==> src/dtpg_pkg.sv <==
// ----------------------------------------------------------------------------
// Display test pattern generator package
// Shared widths, register indexes, pattern modes, pattern geometry and the
// byte-swapped RGB565 color constants.
// ----------------------------------------------------------------------------
package dtpg_pkg;

    localparam int COORD_W  = 9;
    localparam int COLOUR_W = 16;
    localparam int MODE_W   = 2;
    localparam int CFG_IDX_W = 1;

    // Configuration register indexes.
    localparam logic [CFG_IDX_W-1:0] REG_PATTERN_MODE = 1'b0;
    localparam logic [CFG_IDX_W-1:0] REG_SOLID_COLOUR = 1'b1;

    typedef enum logic [MODE_W-1:0] {
        MODE_RING  = 2'd0,
        MODE_RULER = 2'd1,
        MODE_ZONES = 2'd2,
        MODE_SOLID = 2'd3
    } t_mode;

    // Ruler and zone geometry.
    localparam int RULER_SPAN    = 64;
    localparam int ZONE_TOP      = 116;
    localparam int ZONE_ROWS     = 60;
    localparam int ZONE_COUNT    = 4;
    localparam int ZONE_SHIFT    = 8;
    localparam int ZONE_SEP_ROWS = 2;

    // Ring and cross geometry, on doubled coordinates for the rings.
    localparam logic signed [23:0] OUTER_LO = 24'sd212521;  // 461 squared
    localparam logic signed [23:0] OUTER_HI = 24'sd218089;  // 467 squared
    localparam logic signed [23:0] INNER_LO = 24'sd127449;  // 357 squared
    localparam logic signed [23:0] INNER_HI = 24'sd131769;  // 363 squared
    localparam int CROSS_ARM  = 20;
    localparam int CROSS_HALF = 1;
    localparam int EDGE_LINES = 2;

    // RGB565 with the high and low bytes swapped.
    function automatic logic [COLOUR_W-1:0] pack565(input logic [7:0] r,
                                                    input logic [7:0] g,
                                                    input logic [7:0] b);
        logic [COLOUR_W-1:0] c;
        c = {r[7:3], g[7:2], b[7:3]};
        return {c[7:0], c[15:8]};
    endfunction

    localparam logic [COLOUR_W-1:0] C_BACKGROUND = pack565(8'h10, 8'h10, 8'h14);
    localparam logic [COLOUR_W-1:0] C_RED        = pack565(8'hFF, 8'h00, 8'h00);
    localparam logic [COLOUR_W-1:0] C_GREEN      = pack565(8'h00, 8'hFF, 8'h00);
    localparam logic [COLOUR_W-1:0] C_BLUE       = pack565(8'h30, 8'h60, 8'hFF);
    localparam logic [COLOUR_W-1:0] C_YELLOW     = pack565(8'hFF, 8'hE0, 8'h00);
    localparam logic [COLOUR_W-1:0] C_MAGENTA    = pack565(8'hFF, 8'h00, 8'hFF);
    localparam logic [COLOUR_W-1:0] C_CYAN       = pack565(8'h00, 8'hE0, 8'hFF);
    localparam logic [COLOUR_W-1:0] C_WHITE      = pack565(8'hFF, 8'hFF, 8'hFF);
    localparam logic [COLOUR_W-1:0] C_ORANGE     = pack565(8'hFF, 8'h80, 8'h00);

    // Eight-entry ruler palette.
    function automatic logic [COLOUR_W-1:0] palette_colour(input logic [2:0] idx);
        logic [COLOUR_W-1:0] c;
        case (idx)
            3'd0:    c = C_RED;
            3'd1:    c = C_GREEN;
            3'd2:    c = C_BLUE;
            3'd3:    c = C_YELLOW;
            3'd4:    c = C_MAGENTA;
            3'd5:    c = C_CYAN;
            3'd6:    c = C_WHITE;
            3'd7:    c = C_ORANGE;
            default: c = C_BACKGROUND;
        endcase
        return c;
    endfunction

endpackage

==> src/display_test_pattern_generator.sv <==
// ----------------------------------------------------------------------------
// Display test pattern generator
// Maps a pixel coordinate to its byte-swapped RGB565 color for one of four
// panel test patterns selected by a configuration register.
// ----------------------------------------------------------------------------
// A pixel taken on start passes through the input register and then the
// result register before its color shows on o_pixel_colour with o_strobe high.
// Throughput: one pixel per clock; busy never rises and the receiver cannot
// stall, so every beat taken on start gives exactly one result beat.
// Reset (synchronous, active low) clears both pipeline valid flags, selects
// the edge and ring pattern and sets the solid fill color to zero.
// ----------------------------------------------------------------------------
module display_test_pattern_generator
    import dtpg_pkg::*;
#(
    parameter int PANEL_WIDTH  = 466,
    parameter int PANEL_HEIGHT = 466
) (
    input  logic                 i_clk,
    input  logic                 i_rst_n,

    // Configuration write port.
    input  logic                 i_cfg_we,
    input  logic [CFG_IDX_W-1:0] i_cfg_idx,
    input  logic [COLOUR_W-1:0]  i_cfg_data,

    // Pixel command channel.
    input  logic                 start,
    output logic                 busy,
    input  logic [COORD_W-1:0]   i_pixel_x,
    input  logic [COORD_W-1:0]   i_pixel_y,

    // Result channel.
    output logic                 o_strobe,
    output logic [COLOUR_W-1:0]  o_pixel_colour
);

    localparam int ZONE_END = ZONE_TOP + ZONE_ROWS * ZONE_COUNT;

    // Configuration registers.
    t_mode               r_mode;
    logic [COLOUR_W-1:0] r_solid;

    // Input register stage.
    logic                r_valid;
    logic [COORD_W-1:0]  r_x, r_y;

    // Result register stage.
    logic                r_strobe;
    logic [COLOUR_W-1:0] r_colour;
    logic [COLOUR_W-1:0] n_colour;

    // Pattern datapath signals.
    logic [COLOUR_W-1:0] ring_colour, ruler_colour;
    logic [COORD_W:0]    ruler_pos;
    logic                in_zone, ge_zone1, ge_zone2, ge_zone3, sep_row;
    logic [1:0]          zone;
    logic [COORD_W-1:0]  zone_base, zone_row;

    // The block never holds the command side off: a new beat can enter in
    // every cycle while the previous one moves to the result register.
    assign busy = 1'b0;

    // The user must issue configuration writes only while no pixel is in flight; the block does not enforce it.
    always_ff @(posedge i_clk) begin
        if (!i_rst_n) begin
            r_mode  <= MODE_RING;
            r_solid <= '0;
        end else if (i_cfg_we) begin
            case (i_cfg_idx)
                REG_PATTERN_MODE: r_mode  <= t_mode'(i_cfg_data[MODE_W-1:0]);
                REG_SOLID_COLOUR: r_solid <= i_cfg_data;
                default:          r_solid <= r_solid;
            endcase
        end
    end

    // Input register: coordinates are payload and carry no reset.
    always_ff @(posedge i_clk) begin
        if (!i_rst_n) begin
            r_valid <= 1'b0;
        end else begin
            r_valid <= start && !busy;
        end
    end

    always_ff @(posedge i_clk) begin
        if (start && !busy) begin
            r_x <= i_pixel_x;
            r_y <= i_pixel_y;
        end
    end

    // Zone mode splits rows into four bands of equal height. The band number
    // comes from three threshold compares; its first rows are separators.
    assign in_zone  = (r_y >= 9'(ZONE_TOP)) && (r_y < 9'(ZONE_END));
    assign ge_zone1 = r_y >= 9'(ZONE_TOP + ZONE_ROWS);
    assign ge_zone2 = r_y >= 9'(ZONE_TOP + 2 * ZONE_ROWS);
    assign ge_zone3 = r_y >= 9'(ZONE_TOP + 3 * ZONE_ROWS);
    assign zone     = {1'b0, ge_zone1} + {1'b0, ge_zone2} + {1'b0, ge_zone3};
    assign zone_base = 9'(ZONE_TOP) + 9'(zone) * 9'(ZONE_ROWS);
    assign zone_row  = r_y - zone_base;
    assign sep_row   = zone_row < 9'(ZONE_SEP_ROWS);

    // One ruler unit serves both ruler modes; zone mode shifts the sample
    // point right by eight pixels per band.
    assign ruler_pos = (r_mode == MODE_ZONES) ?
                       ({1'b0, r_x} + 10'(zone) * 10'(ZONE_SHIFT)) : {1'b0, r_x};

    dtpg_ring #(
        .PANEL_WIDTH  (PANEL_WIDTH),
        .PANEL_HEIGHT (PANEL_HEIGHT)
    ) u_ring (
        .i_x      (r_x),
        .i_y      (r_y),
        .o_colour (ring_colour)
    );

    dtpg_ruler #(
        .PANEL_WIDTH (PANEL_WIDTH)
    ) u_ruler (
        .i_pos    (ruler_pos),
        .o_colour (ruler_colour)
    );

    // Final selection by pattern mode.
    always_comb begin
        case (r_mode)
            MODE_RING:  n_colour = ring_colour;
            MODE_RULER: n_colour = ruler_colour;
            MODE_ZONES: begin
                if (!in_zone) begin
                    n_colour = C_BACKGROUND;
                end else if (sep_row) begin
                    n_colour = C_WHITE;
                end else begin
                    n_colour = ruler_colour;
                end
            end
            MODE_SOLID: n_colour = r_solid;
            default:    n_colour = C_BACKGROUND;
        endcase
    end

    // Result register: each result beat is shown for exactly one cycle.
    always_ff @(posedge i_clk) begin
        if (!i_rst_n) begin
            r_strobe <= 1'b0;
        end else begin
            r_strobe <= r_valid;
        end
    end

    always_ff @(posedge i_clk) begin
        if (r_valid) begin
            r_colour <= n_colour;
        end
    end

    assign o_strobe       = r_strobe;
    assign o_pixel_colour = r_colour;

    // Every accepted beat yields a result beat on o_strobe.
    a_accept_gives_result: assert property (@(posedge i_clk) disable iff (!i_rst_n)
        (start && !busy) |=> ##1 o_strobe)
        else $error("accepted pixel produced no result beat");

    // No result beat appears without an accepted beat before it.
    a_no_spurious_result: assert property (@(posedge i_clk) disable iff (!i_rst_n)
        !start |=> ##1 !o_strobe)
        else $error("result beat without an accepted pixel");

    // Solid fill shows the programmed color.
    a_solid_fill: assert property (@(posedge i_clk) disable iff (!i_rst_n)
        (o_strobe && ($past(r_mode) == MODE_SOLID)) |-> (o_pixel_colour == $past(r_solid)))
        else $error("solid fill color mismatch");

    // The bottom edge line wins over everything in the ring pattern.
    a_bottom_edge: assert property (@(posedge i_clk) disable iff (!i_rst_n)
        (o_strobe && ($past(r_mode) == MODE_RING) &&
         ({3'b000, $past(r_y)} >= 12'(PANEL_HEIGHT - EDGE_LINES)))
        |-> (o_pixel_colour == C_YELLOW))
        else $error("bottom edge line not yellow");

endmodule

==> src/dtpg_ring.sv <==
// ----------------------------------------------------------------------------
// Edge and ring pattern
// Background, an inner and an outer thin ring, a centre cross and a line along each panel edge.
// ----------------------------------------------------------------------------
module dtpg_ring
    import dtpg_pkg::*;
#(
    parameter int PANEL_WIDTH  = 466,
    parameter int PANEL_HEIGHT = 466
) (
    input  logic [COORD_W-1:0]  i_x,
    input  logic [COORD_W-1:0]  i_y,
    output logic [COLOUR_W-1:0] o_colour
);

    localparam int CX = PANEL_WIDTH / 2;
    localparam int CY = PANEL_HEIGHT / 2;
    localparam logic signed [11:0] ARM_P  = 12'(CROSS_ARM);
    localparam logic signed [11:0] ARM_N  = -12'(CROSS_ARM);
    localparam logic signed [11:0] HALF_P = 12'(CROSS_HALF);
    localparam logic signed [11:0] HALF_N = -12'(CROSS_HALF);

    logic signed [11:0] dx2, dy2, dx, dy;
    logic signed [23:0] sq_x, sq_y, dist_sq;
    logic               on_outer, on_inner, on_cross;

    // Doubled coordinates put the test point at the pixel centre.
    assign dx2 = $signed({2'b00, i_x, 1'b1}) - $signed(12'(2 * CX));
    assign dy2 = $signed({2'b00, i_y, 1'b1}) - $signed(12'(2 * CY));
    assign sq_x = dx2 * dx2;
    assign sq_y = dy2 * dy2;
    assign dist_sq = sq_x + sq_y;

    assign dx = $signed({3'b000, i_x}) - $signed(12'(CX));
    assign dy = $signed({3'b000, i_y}) - $signed(12'(CY));

    assign on_outer = (dist_sq > OUTER_LO) && (dist_sq < OUTER_HI);
    assign on_inner = (dist_sq > INNER_LO) && (dist_sq < INNER_HI);
    assign on_cross = ((dx >= ARM_N) && (dx <= ARM_P) && (dy >= HALF_N) && (dy <= HALF_P)) ||
                      ((dy >= ARM_N) && (dy <= ARM_P) && (dx >= HALF_N) && (dx <= HALF_P));

    // Highest priority last: bottom, top, right and left edges beat the rest.
    always_comb begin
        o_colour = C_BACKGROUND;
        if (on_outer) o_colour = C_WHITE;
        if (on_inner) o_colour = C_CYAN;
        if (on_cross) o_colour = C_WHITE;
        if ({3'b000, i_x} <= 12'(EDGE_LINES - 1)) o_colour = C_RED;
        if ({3'b000, i_x} >= 12'(PANEL_WIDTH - EDGE_LINES)) o_colour = C_GREEN;
        if ({3'b000, i_y} <= 12'(EDGE_LINES - 1)) o_colour = C_BLUE;
        if ({3'b000, i_y} >= 12'(PANEL_HEIGHT - EDGE_LINES)) o_colour = C_YELLOW;
    end

endmodule

==> src/dtpg_ruler.sv <==
// ----------------------------------------------------------------------------
// Color ruler
// Eight-pixel palette bands inward from the left and the right panel edge.
// ----------------------------------------------------------------------------
module dtpg_ruler
    import dtpg_pkg::*;
#(
    parameter int PANEL_WIDTH = 466
) (
    input  logic [COORD_W:0]    i_pos,
    output logic [COLOUR_W-1:0] o_colour
);

    localparam int RIGHT_LO = PANEL_WIDTH - RULER_SPAN;

    logic [COORD_W+1:0] pos;
    logic [COORD_W+1:0] from_right;

    assign pos        = {1'b0, i_pos};
    assign from_right = 11'(PANEL_WIDTH - 1) - pos;

    // The left ruler wins where the two ranges overlap on a narrow panel.
    always_comb begin
        if (pos < 11'(RULER_SPAN)) begin
            o_colour = palette_colour(pos[5:3]);
        end else if ((pos >= 11'(RIGHT_LO)) && (pos < 11'(PANEL_WIDTH))) begin
            o_colour = palette_colour(from_right[5:3]);
        end else begin
            o_colour = C_BACKGROUND;
        end
    end

endmodule
==> config.mk <==
export PLATFORM = sky130hd
export DESIGN_NAME = display_test_pattern_generator
export DESIGN_NICKNAME = d
export VERILOG_FILES = /design/src/dtpg_pkg.sv /design/src/display_test_pattern_generator.sv /design/src/dtpg_ring.sv /design/src/dtpg_ruler.sv
export SDC_FILE = /design/constraint.sdc
export NUM_CORES = 1
export LEC_CHECK = 0
export BUFFER_PORTS_ARGS = -buffer_cell sky130_fd_sc_hd__buf_4
export CORE_UTILIZATION = 50
export CTS_BUF_LIST = sky130_fd_sc_hd__clkbuf_2 sky130_fd_sc_hd__clkbuf_4 sky130_fd_sc_hd__clkbuf_8
export CTS_CLUSTER_SIZE = 40
export DETAILED_ROUTE_END_ITERATION = 6
export PLACE_DENSITY = 0.64
export SLEW_MARGIN = 30
export SYNTH_ARGS = -nofsm -noshare
export SYNTH_HDL_FRONTEND = slang
export SYNTH_SLANG_ARGS = --single-unit
export TNS_END_PERCENT = 30
==> constraint.sdc <==
create_clock -name i_clk -period 15.8 [get_ports i_clk]
set_clock_uncertainty 0.2 [all_clocks]
set_input_delay 1.58 -clock i_clk [delete_from_list [all_inputs] [get_ports i_clk]]
set_output_delay 1.58 -clock i_clk [all_outputs]
set_load 0.02 [all_outputs]
==> flow_summary_export.csv, run 1 <==
group,metric,value,unit
die,row_count,60,
detailed_routing,wl,32.4,mm
global_route,grt_pass1_wl,54.3,mm
clock_network,cts_hold_buffers,0,
final_layout,antenna_cells,0,
die,die_y,168,um
final_layout,drive_above_1_share,0.0857,
sta,min_period,10.55,ns
detailed_routing,dr.max_layer_used,"met4",
synthesis,synth_ff_type,"edfxtp_1",
die,coreArea,26900,sq um
placement,port_buffers,55,
setup_path,cp-end-kind,"flop",
clock_network,cts_tree,"done",
sta,worstMarginPinSlew,0.878,ns
setup_path,crit_path_max_incr_delay,0.76,ns
sta,finalMaxSlewViolations,0,
sta,setup_viol,0,
synthesis,synth_area,13700,sq um
setup_path,cpMostUsedCell,"fa_1",
synthesis,synth-edff-count,34,
detailed_routing,drt-vias-per-instance,5.50,
synthesis,synth.area.top_cells,"fa_1 30%, ha_1 13%, inv_1 9.5%, edfxtp_1 7.5%, xnor2_1 4.2%",
clock_network,clk_latency,0.32,ns
detailed_routing,firstDrtPassIters,5,
setup_path,cp-start-kind,"flop",
final_layout,layout.nets,1992,
synthesis,yosysTopAreaCellShare,0.298,
detailed_routing,wl_met1,14.2,mm
clock_network,cts_root_buf,"clkbuf_8",
clock_network,ctsResizeCount,0,
detailed_routing,route.detailed.wl_per_inst,16.6,um
synthesis,seq_area_frac_synth,0.104,
clock_network,cts_max_path_buffers,2,
detailed_routing,drtIter0Drc,690,
sta,finalCritPeriodShare,0.668,
synthesis,async_flop_share,0,
synthesis,synth_seq_cells,54,
synthesis,synth_largest_area_cell,"fa_1",
global_route,grt_use_total,0.241,
sta,hold_viol,0,
setup_path,cp.arrival,10.41,ns
global_route,grt_pass1_vias,10900,
global_route,overflow,0,
detailed_routing,vias,10700,
die,initial_utilization,0.510,
die,die-width,168,um
placement,dp_hpwl,27.8,mm
run,maxCapViolations,0,
detailed_routing,drtAntennaViolNets,0,
synthesis,syn_area_per_cell,8.75,sq um
synthesis,ys_warn_count,0,
final_layout,regArea,1420,sq um
synthesis,syn_inst,1566,
synthesis,synth.distinct_cells,98,
detailed_routing,wl_met2,15.3,mm
global_route,antenna_found_initial,0,
sta,grt_setup_unrepaired,"no",
detailed_routing,drc,0,
clock_network,clock-sinks,54,
die,die_area,28100,sq um
sta,tns,0,ns
final_layout,area_growth,6.37,%
clock_network,clkTransAtPathRegs,0.11,ns
die,pin_count,57,
sta,fmax,94.8,MHz
setup_path,crit_required,15.66,ns
clock_network,h-tree-depth,2,
clock_network,cts_setup_buffers,0,
final_layout,fillCellCount,2516,
run_status,outcome,"complete, no violations",
min_path,hp-class,"flop to flop",
clock_network,numCtsBuffers,5,
detailed_routing,routed-wl-met3,2.20,mm
final_layout,multi_input_area,10800,sq um
setup_path,worstSetupPathType,"flop to flop",
placement,gp_congestion,0.910,
setup_path,worst_path_max_delay_cell,"edfxtp_1",
sta,slew_headroom,0.411,
setup_path,crit_fanout,15,
global_route,grt_max_degree,21,
## cell type report
cell class	instances	share of cell area
Tap cell	341	0.0293
Multi-Input combinational cell	1132	0.742
Clock buffer	5	0.00472
Clock inverter	3	0.00180
Inverter	351	0.0908
Sequential cell	54	0.0976
Timing Repair Buffer	65	0.0335
## layer usage
| metal | track usage | up-vias |
|---|---|---|
| met3 | 0.0362 | 48 |
| li1 | - | 5160 |
| met2 | 0.408 | 320 |
| met1 | 0.326 | 5205 |
| met5 | 0 | - |
| met4 | 0.0566 | 0 |
## Yosys cell counts, types with 5 or more instances
| cell type | instances |
|---|---|
| o21ai_1 | 5 |
| inv_1 | 346 |
| or2_2 | 7 |
| a21oi_1 | 62 |
| clkbuf_1 | 17 |
| mux2i_1 | 8 |
| or4_1 | 5 |
| nor3_1 | 25 |
| nand3b_1 | 5 |
| o21a_1 | 15 |
| or3_1 | 5 |
| o21bai_1 | 12 |
| o22ai_1 | 8 |
| a21o_1 | 21 |
| fa_1 | 204 |
| nor3b_1 | 5 |
| xnor2_1 | 66 |
| nand2b_1 | 16 |
| o21ai_0 | 41 |
| and2_1 | 13 |
| a31oi_1 | 11 |
| nor2b_1 | 7 |
| xor2_1 | 24 |
| nand2_1 | 122 |
| edfxtp_1 | 34 |
| a31o_2 | 6 |
| a211oi_1 | 17 |
| nor2_1 | 115 |
| ha_1 | 140 |
| a211oi_2 | 5 |
| dfxtp_1 | 20 |
| buf_2 | 5 |
| mux2_2 | 7 |
| and3_1 | 8 |
| o31ai_1 | 6 |
| o211ai_1 | 8 |
| o2111ai_1 | 5 |
| nand3_1 | 20 |
| nand4_1 | 9 |
| a21boi_0 | 18 |
## final timing paths
| check | from | end | slack [ns] | depth (start not counted) |
|---|---|---|---|---|
| worst min register to register | r_solid[13]$_SDFFE_PN0P_ | r_solid[13]$_SDFFE_PN0P_ | 0.27 | 2 |
| worst max register to register | r_y[0]$_DFFE_PP_ | o_pixel_colour[15]$_DFFE_PP_ | 5.25 | 34 |
| worst max-delay path | r_y[0]$_DFFE_PP_ | o_pixel_colour[15]$_DFFE_PP_ | 5.25 | 34 |
| worst min-delay path | r_solid[13]$_SDFFE_PN0P_ | r_solid[13]$_SDFFE_PN0P_ | 0.27 | 2 |
## through the flow
stage	cell area, sq um	setup slack, ns	util	hold WS, ns	cells
after detailed placement	14500	5.36	0.538	0.257	1943
after CTS	14600	5.32	0.542	0.274	1951
after global routing	14600	4.38	0.542	0.297	1951
after floorplan	13700	6.07	-	0.240	1567
after global placement	14500	5.65	0.538	0.250	1943
final	14600	5.25	0.542	0.270	1951
## sequential cells by signal, summed over array words and instances (netlist names)
| signal | flops |
|---|---|
| o_pixel_colour | 16 |
| r_mode | 2 |
| r_solid | 16 |
| o_strobe | 1 |
| r_valid | 1 |
| r_y | 9 |
| r_x | 9 |
## worst max-delay path: cells and delay by family (launching register included)
family          cells  cell delay (ns)
flops               1             0.76
mux                 1             0.21
compound gates     13             3.14
buf+inv             4             0.65
simple gates        6             1.19
xor+xnor            2             0.75
fa+ha+maj           8             3.40
## placed cells by master (no fill, tap or decap), types with 6 or more instances in the layout
cell and n:
mux2_2 7, nand2_1 122, a211oi_1 17, a31oi_1 11, o21bai_1 12, nor3_1 23
a31o_2 6, nor2b_1 7, o211ai_1 8, or2_2 7, mux2i_1 8, a21boi_0 18
nor2_1 115, a21oi_1 62, dfxtp_1 20, xnor2_1 65, edfxtp_1 34, inv_1 346
o21ai_0 41, buf_4 65, and3_1 8, nand2b_1 16, and2_1 13, nand3_1 20
a21o_1 21, o31ai_1 6, fa_1 204, ha_1 140, nand4_1 9, xor2_1 24
o21a_1 15, o22ai_1 8
## cells by family (layout without fill, tap and decap cells)
logic type | after synthesis | after routing | share of synthesized area
AND/OR/NAND/NOR | 391 | 391 | 0.139
buffers and inverters | 381 | 424 | 0.109
adder cells (fa/ha/maj) | 344 | 344 | 0.426
AO/OA/AOI/OAI | 285 | 285 | 0.147
XOR/XNOR | 94 | 94 | 0.0631
flip-flops | 54 | 54 | 0.104
multiplexers | 16 | 16 | 0.0126
other | 1 | 2 | 0.000274
Power of run 1 is not shown: default switching activity piles up to over one toggle a cycle in this logic, so the estimate is an artifact.
==> inputs of run 2 (changes only) <==
clock period = 11 ns   (was 15.8 ns; I/O delays follow)
==> flow_summary_export.csv, run 2 (synthesized netlist as in run 1, its figures left out) <==
group,metric,value,unit
die,coreArea,26900,sq um
setup_path,cp.arrival,10.15,ns
placement,dp_hpwl,27.8,mm
die,die-width,168,um
sta,slew_headroom,0.443,
global_route,grt_max_degree,21,
final_layout,final_cell_mix,"346 x inv_1, 204 x fa_1, 140 x ha_1, 122 x nand2_1, 115 x nor2_1",
final_layout,layout.nets,2001,
clock_network,clock-sinks,54,
final_layout,area_growth,6.83,%
die,die_y,168,um
setup_path,crit_fanout,15,
detailed_routing,drt-vias-per-instance,5.47,
final_layout,final_cells,1960,
final_layout,drive_above_1_share,0.0908,
sta,finalMaxSlewViolations,0,
sta,worstMarginPinSlew,0.830,ns
clock_network,cts_setup_buffers,0,
global_route,grt_use_total,0.245,
sta,setup_ws,0.734,ns
clock_network,ctsResizeCount,0,
final_layout,final_common_cell,"inv_1",
final_layout,fillCellCount,2572,
clock_network,cts_root_buf,"clkbuf_8",
clock_network,cts_hold_buffers,0,
placement,post-place-ws,0.701,ns
clock_network,clkTransAtPathRegs,0.11,ns
clock_network,cts_max_path_buffers,2,
global_route,grt_pass1_wl,55.0,mm
final_layout,antenna_cells,0,
global_route,overflow,0,
sta,min_period,10.27,ns
sta,setup_viol,0,
run,maxCapViolations,0,
detailed_routing,vias,10700,
placement,gp_congestion,0.893,
setup_path,worstSetupPathType,"flop to flop",
setup_path,cpMostUsedCell,"inv_1",
setup_path,worst_path_max_delay_cell,"edfxtp_1",
min_path,hp-class,"flop to flop",
die,pin_count,57,
detailed_routing,firstDrtPassIters,5,
detailed_routing,wl,32.5,mm
detailed_routing,drtIter0Drc,614,
die,initial_utilization,0.510,
setup_path,cp-start-kind,"flop",
clock_network,numCtsBuffers,5,
die,row_count,60,
sta,finalCritPeriodShare,0.933,
final_layout,final_cell_area,14600,sq um
clock_network,cts_tree,"done",
die,die_area,28100,sq um
detailed_routing,drc,0,
run_status,outcome,"complete, no violations",
setup_path,crit_path_max_incr_delay,0.75,ns
detailed_routing,drtAntennaViolNets,0,
global_route,antenna_found_initial,1,
sta,fmax,97.4,MHz
detailed_routing,route.detailed.wl_per_inst,16.6,um
sta,tns,0,ns
placement,port_buffers,55,
setup_path,cp-end-kind,"flop",
sta,grt_setup_unrepaired,"no",
clock_network,h-tree-depth,2,
placement,dp_cells,1952,
placement,place_area,14500,sq um
clock_network,clk_latency,0.32,ns
setup_path,crit_required,10.88,ns
sta,hold_viol,0,
global_route,grt_pass1_vias,11000,
-- run 2: final timing paths --
kind	depth (start not counted)	endpoint	from	slack (ns)
max	34	o_pixel_colour[0]$_DFFE_PP_	r_y[0]$_DFFE_PP_	0.73
min	2	r_solid[4]$_SDFFE_PN0P_	r_solid[4]$_SDFFE_PN0P_	0.27
min reg2reg	2	r_solid[4]$_SDFFE_PN0P_	r_solid[4]$_SDFFE_PN0P_	0.27
max reg2reg	34	o_pixel_colour[0]$_DFFE_PP_	r_y[0]$_DFFE_PP_	0.73
-- run 2: worst max-delay path: cells and delay by family, from the launching register on --
kind,cells,cell delay (ns)
flops,1,0.75
buf+inv,8,1.13
simple gates,5,0.90
xor+xnor,2,0.30
fa+ha+maj,8,3.60
compound gates,10,2.73
mux,1,0.38
-- run 2: area by class of cell --
type                            count  area (sq um)  share of cell area
Clock buffer                        5          68.8             0.00470
Clock inverter                      3          28.8             0.00197
Inverter                          351          1320              0.0904
Multi-Input combinational cell   1132         10800               0.739
Sequential cell                    54          1420              0.0971
Tap cell                          341           427              0.0292
Timing Repair Buffer               74           556              0.0380
-- run 2: metal layers --
metal | up-vias | global-route usage | share of wire
met2 | 271 | 0.421 | 0.49
met3 | 31 | 0.0305 | 0.057
met1 | 5233 | 0.334 | 0.44
met5 | - | 0 | 0
li1 | 5180 | - | -
met4 | 0 | 0.0407 | 0.014
-- run 2: metrics by stage --
| stage | hold WS, ns | util |
|---|---|---|
| detailed placement | 0.256 | 0.541 |
| CTS | 0.271 | 0.544 |
| global route | 0.293 | 0.544 |
| floorplan | 0.240 | - |
| finish | 0.268 | 0.544 |
| global placement | 0.254 | 0.541 |
Power of run 2 is left out for the same reason.
==> inputs of run 3 (changes only) <==
CAP_MARGIN = 25   (was not set)
CELL_PAD_IN_SITES_DETAIL_PLACEMENT = 0   (was not set)
CELL_PAD_IN_SITES_GLOBAL_PLACEMENT = 2   (was not set)
CORE_UTILIZATION = 41   (was 50)
PLACE_DENSITY = 0.81   (was 0.64)
TNS_END_PERCENT = not set   (was 30)
==> flow_summary_export.csv, run 3 (synthesized netlist as in run 1, its figures left out) <==
group,metric,value,unit
clock_network,clock-sinks,54,
clock_network,h-tree-depth,2,
die,die_y,185,um
detailed_routing,routed-wl-met3,1.36,mm
clock_network,cts_tree,"done",
global_route,grt_use_total,0.216,
final_layout,layout.nets,2004,
sta,slew_headroom,0.404,
placement,dp_hpwl,29.4,mm
die,die_area,34100,sq um
detailed_routing,wl,34.5,mm
run_status,outcome,"complete, no violations",
detailed_routing,wl_met1,16.5,mm
clock_network,clk_latency,0.33,ns
min_path,hp-class,"flop to flop",
detailed_routing,route.detailed.wl_per_inst,16.7,um
setup_path,worstReg2RegStart,"r_y[0]$_DFFE_PP_",
setup_path,cpMostUsedCell,"fa_1",
final_layout,final_cell_mix,"346 x inv_1, 204 x fa_1, 140 x ha_1, 122 x nand2_1, 115 x nor2_1",
sta,grt_setup_unrepaired,"no",
detailed_routing,vias,10600,
global_route,grt_max_degree,21,
final_layout,final_common_cell,"inv_1",
sta,worstMarginPinSlew,0.884,ns
sta,tns,0,ns
setup_path,cp-end-kind,"flop",
setup_path,worstRegToRegCells,35,
sta,finalMaxSlewViolations,0,
setup_path,cp-start-kind,"flop",
die,die-width,185,um
sta,min_period,10.13,ns
global_route,grt_pass1_wl,57.2,mm
detailed_routing,dr.max_layer_used,"met4",
detailed_routing,firstDrtPassIters,5,
setup_path,cp.arrival,10.01,ns
clock_network,numCtsBuffers,5,
sta,finalCritPeriodShare,0.921,
die,coreArea,32700,sq um
setup_path,worst_path_max_delay_cell,"fa_1",
global_route,grt_pass1_vias,10800,
sta,fmax,98.7,MHz
setup_path,crit_required,10.88,ns
final_layout,area_growth,8.07,%
global_route,overflow,0,
detailed_routing,drtAntennaViolNets,0,
setup_path,rrSetupSlack,0.87,ns
sta,hold_viol,0,
clock_network,cts_root_buf,"clkbuf_8",
detailed_routing,drtIter0Drc,589,
final_layout,fillCellCount,3326,
sta,setup_viol,0,
detailed_routing,wl_met2,16.2,mm
placement,gp_congestion,0.909,
clock_network,cts_setup_buffers,0,
setup_path,cp-endpoint,"o_pixel_colour[5]$_DFFE_PP_",
detailed_routing,drt-vias-per-instance,5.14,
clock_network,cts_max_path_buffers,2,
die,initial_utilization,0.419,
global_route,antenna_found_initial,0,
clock_network,clkTransAtPathRegs,0.12,ns
die,pin_count,57,
setup_path,worstSetupPathType,"flop to flop",
final_layout,antenna_cells,0,
setup_path,reg2reg_to,"o_pixel_colour[5]$_DFFE_PP_",
setup_path,crit_fanout,7,
final_layout,drive_above_1_share,0.0925,
run,maxCapViolations,0,
placement,port_buffers,55,
detailed_routing,drc,0,
setup_path,crit_path_max_incr_delay,0.54,ns
setup_path,startpoint,"r_y[0]$_DFFE_PP_",
die,row_count,66,
-- run 3: area by class of cell --
class / count / area, sq um / share of cell area
clock inverter: 3 / 48.8 / 0.00330
timing repair buffer: 77 / 578 / 0.0391
inverter: 351 / 1320 / 0.0894
sequential: 54 / 1420 / 0.0960
multi-input combinational: 1132 / 10800 / 0.730
clock buffer: 5 / 68.8 / 0.00465
tap: 442 / 553 / 0.0374
-- run 3: worst min-delay path by stage --
stage | start | to | slack [ns] | cells after the start
2_1_floorplan | r_solid[15]$_SDFFE_PN0P_ | r_solid[15]$_SDFFE_PN0P_ | 0.24 | 2
3_3_place_gp | r_solid[3]$_SDFFE_PN0P_ | r_solid[3]$_SDFFE_PN0P_ | 0.26 | 2
3_5_place_dp | r_solid[3]$_SDFFE_PN0P_ | r_solid[3]$_SDFFE_PN0P_ | 0.26 | 2
4_1_cts | r_solid[3]$_SDFFE_PN0P_ | r_solid[3]$_SDFFE_PN0P_ | 0.27 | 2
5_1_grt | r_solid[5]$_SDFFE_PN0P_ | r_solid[5]$_SDFFE_PN0P_ | 0.29 | 2
6_report | r_solid[7]$_SDFFE_PN0P_ | r_solid[7]$_SDFFE_PN0P_ | 0.27 | 2
-- run 3: worst max-delay path: cells and delay by family, from the launching register on --
family	cells	cell delay (ns)
xor gates and xnor gates	2	0.61
adders and majority gates	8	3.69
DFF	1	0.52
AOI/OAI and AO/OA	13	2.87
buffers and inverters	4	0.40
and+or+nand+nor	7	1.34
muxes	1	0.22
-- run 3: through the flow --
| stage | util | setup WS (ns) | area [sq um] | cells | hold slack, ns |
|---|---|---|---|---|---|
| 6_report | 0.453 | 0.865 | 14800 | 2064 | 0.271 |
| 4_1_cts | 0.452 | 0.648 | 14800 | 2064 | 0.273 |
| 2_1_floorplan | - | 1.27 | 13700 | 1567 | 0.240 |
| 3_3_place_gp | 0.449 | 0.929 | 14700 | 2056 | 0.256 |
| 5_1_grt | 0.453 | 0.263 | 14800 | 2064 | 0.288 |
| 3_5_place_dp | 0.449 | 0.695 | 14700 | 2056 | 0.258 |
-- run 3: layer usage --
metal  track usage  vias to the layer above
li1              -                     5189
met1         0.310                     5194
met2         0.357                      209
met3        0.0186                       18
met4        0.0390                        0
met5             0                        -
-- run 3: repair_timing --
item	4_1_cts	5_1_grt
setup endpoints to repair	0	3
hold buffers	0	0
hold endpoints to repair	0	0
gates resized for setup	0	1
Power of run 3 is left out for the same reason.
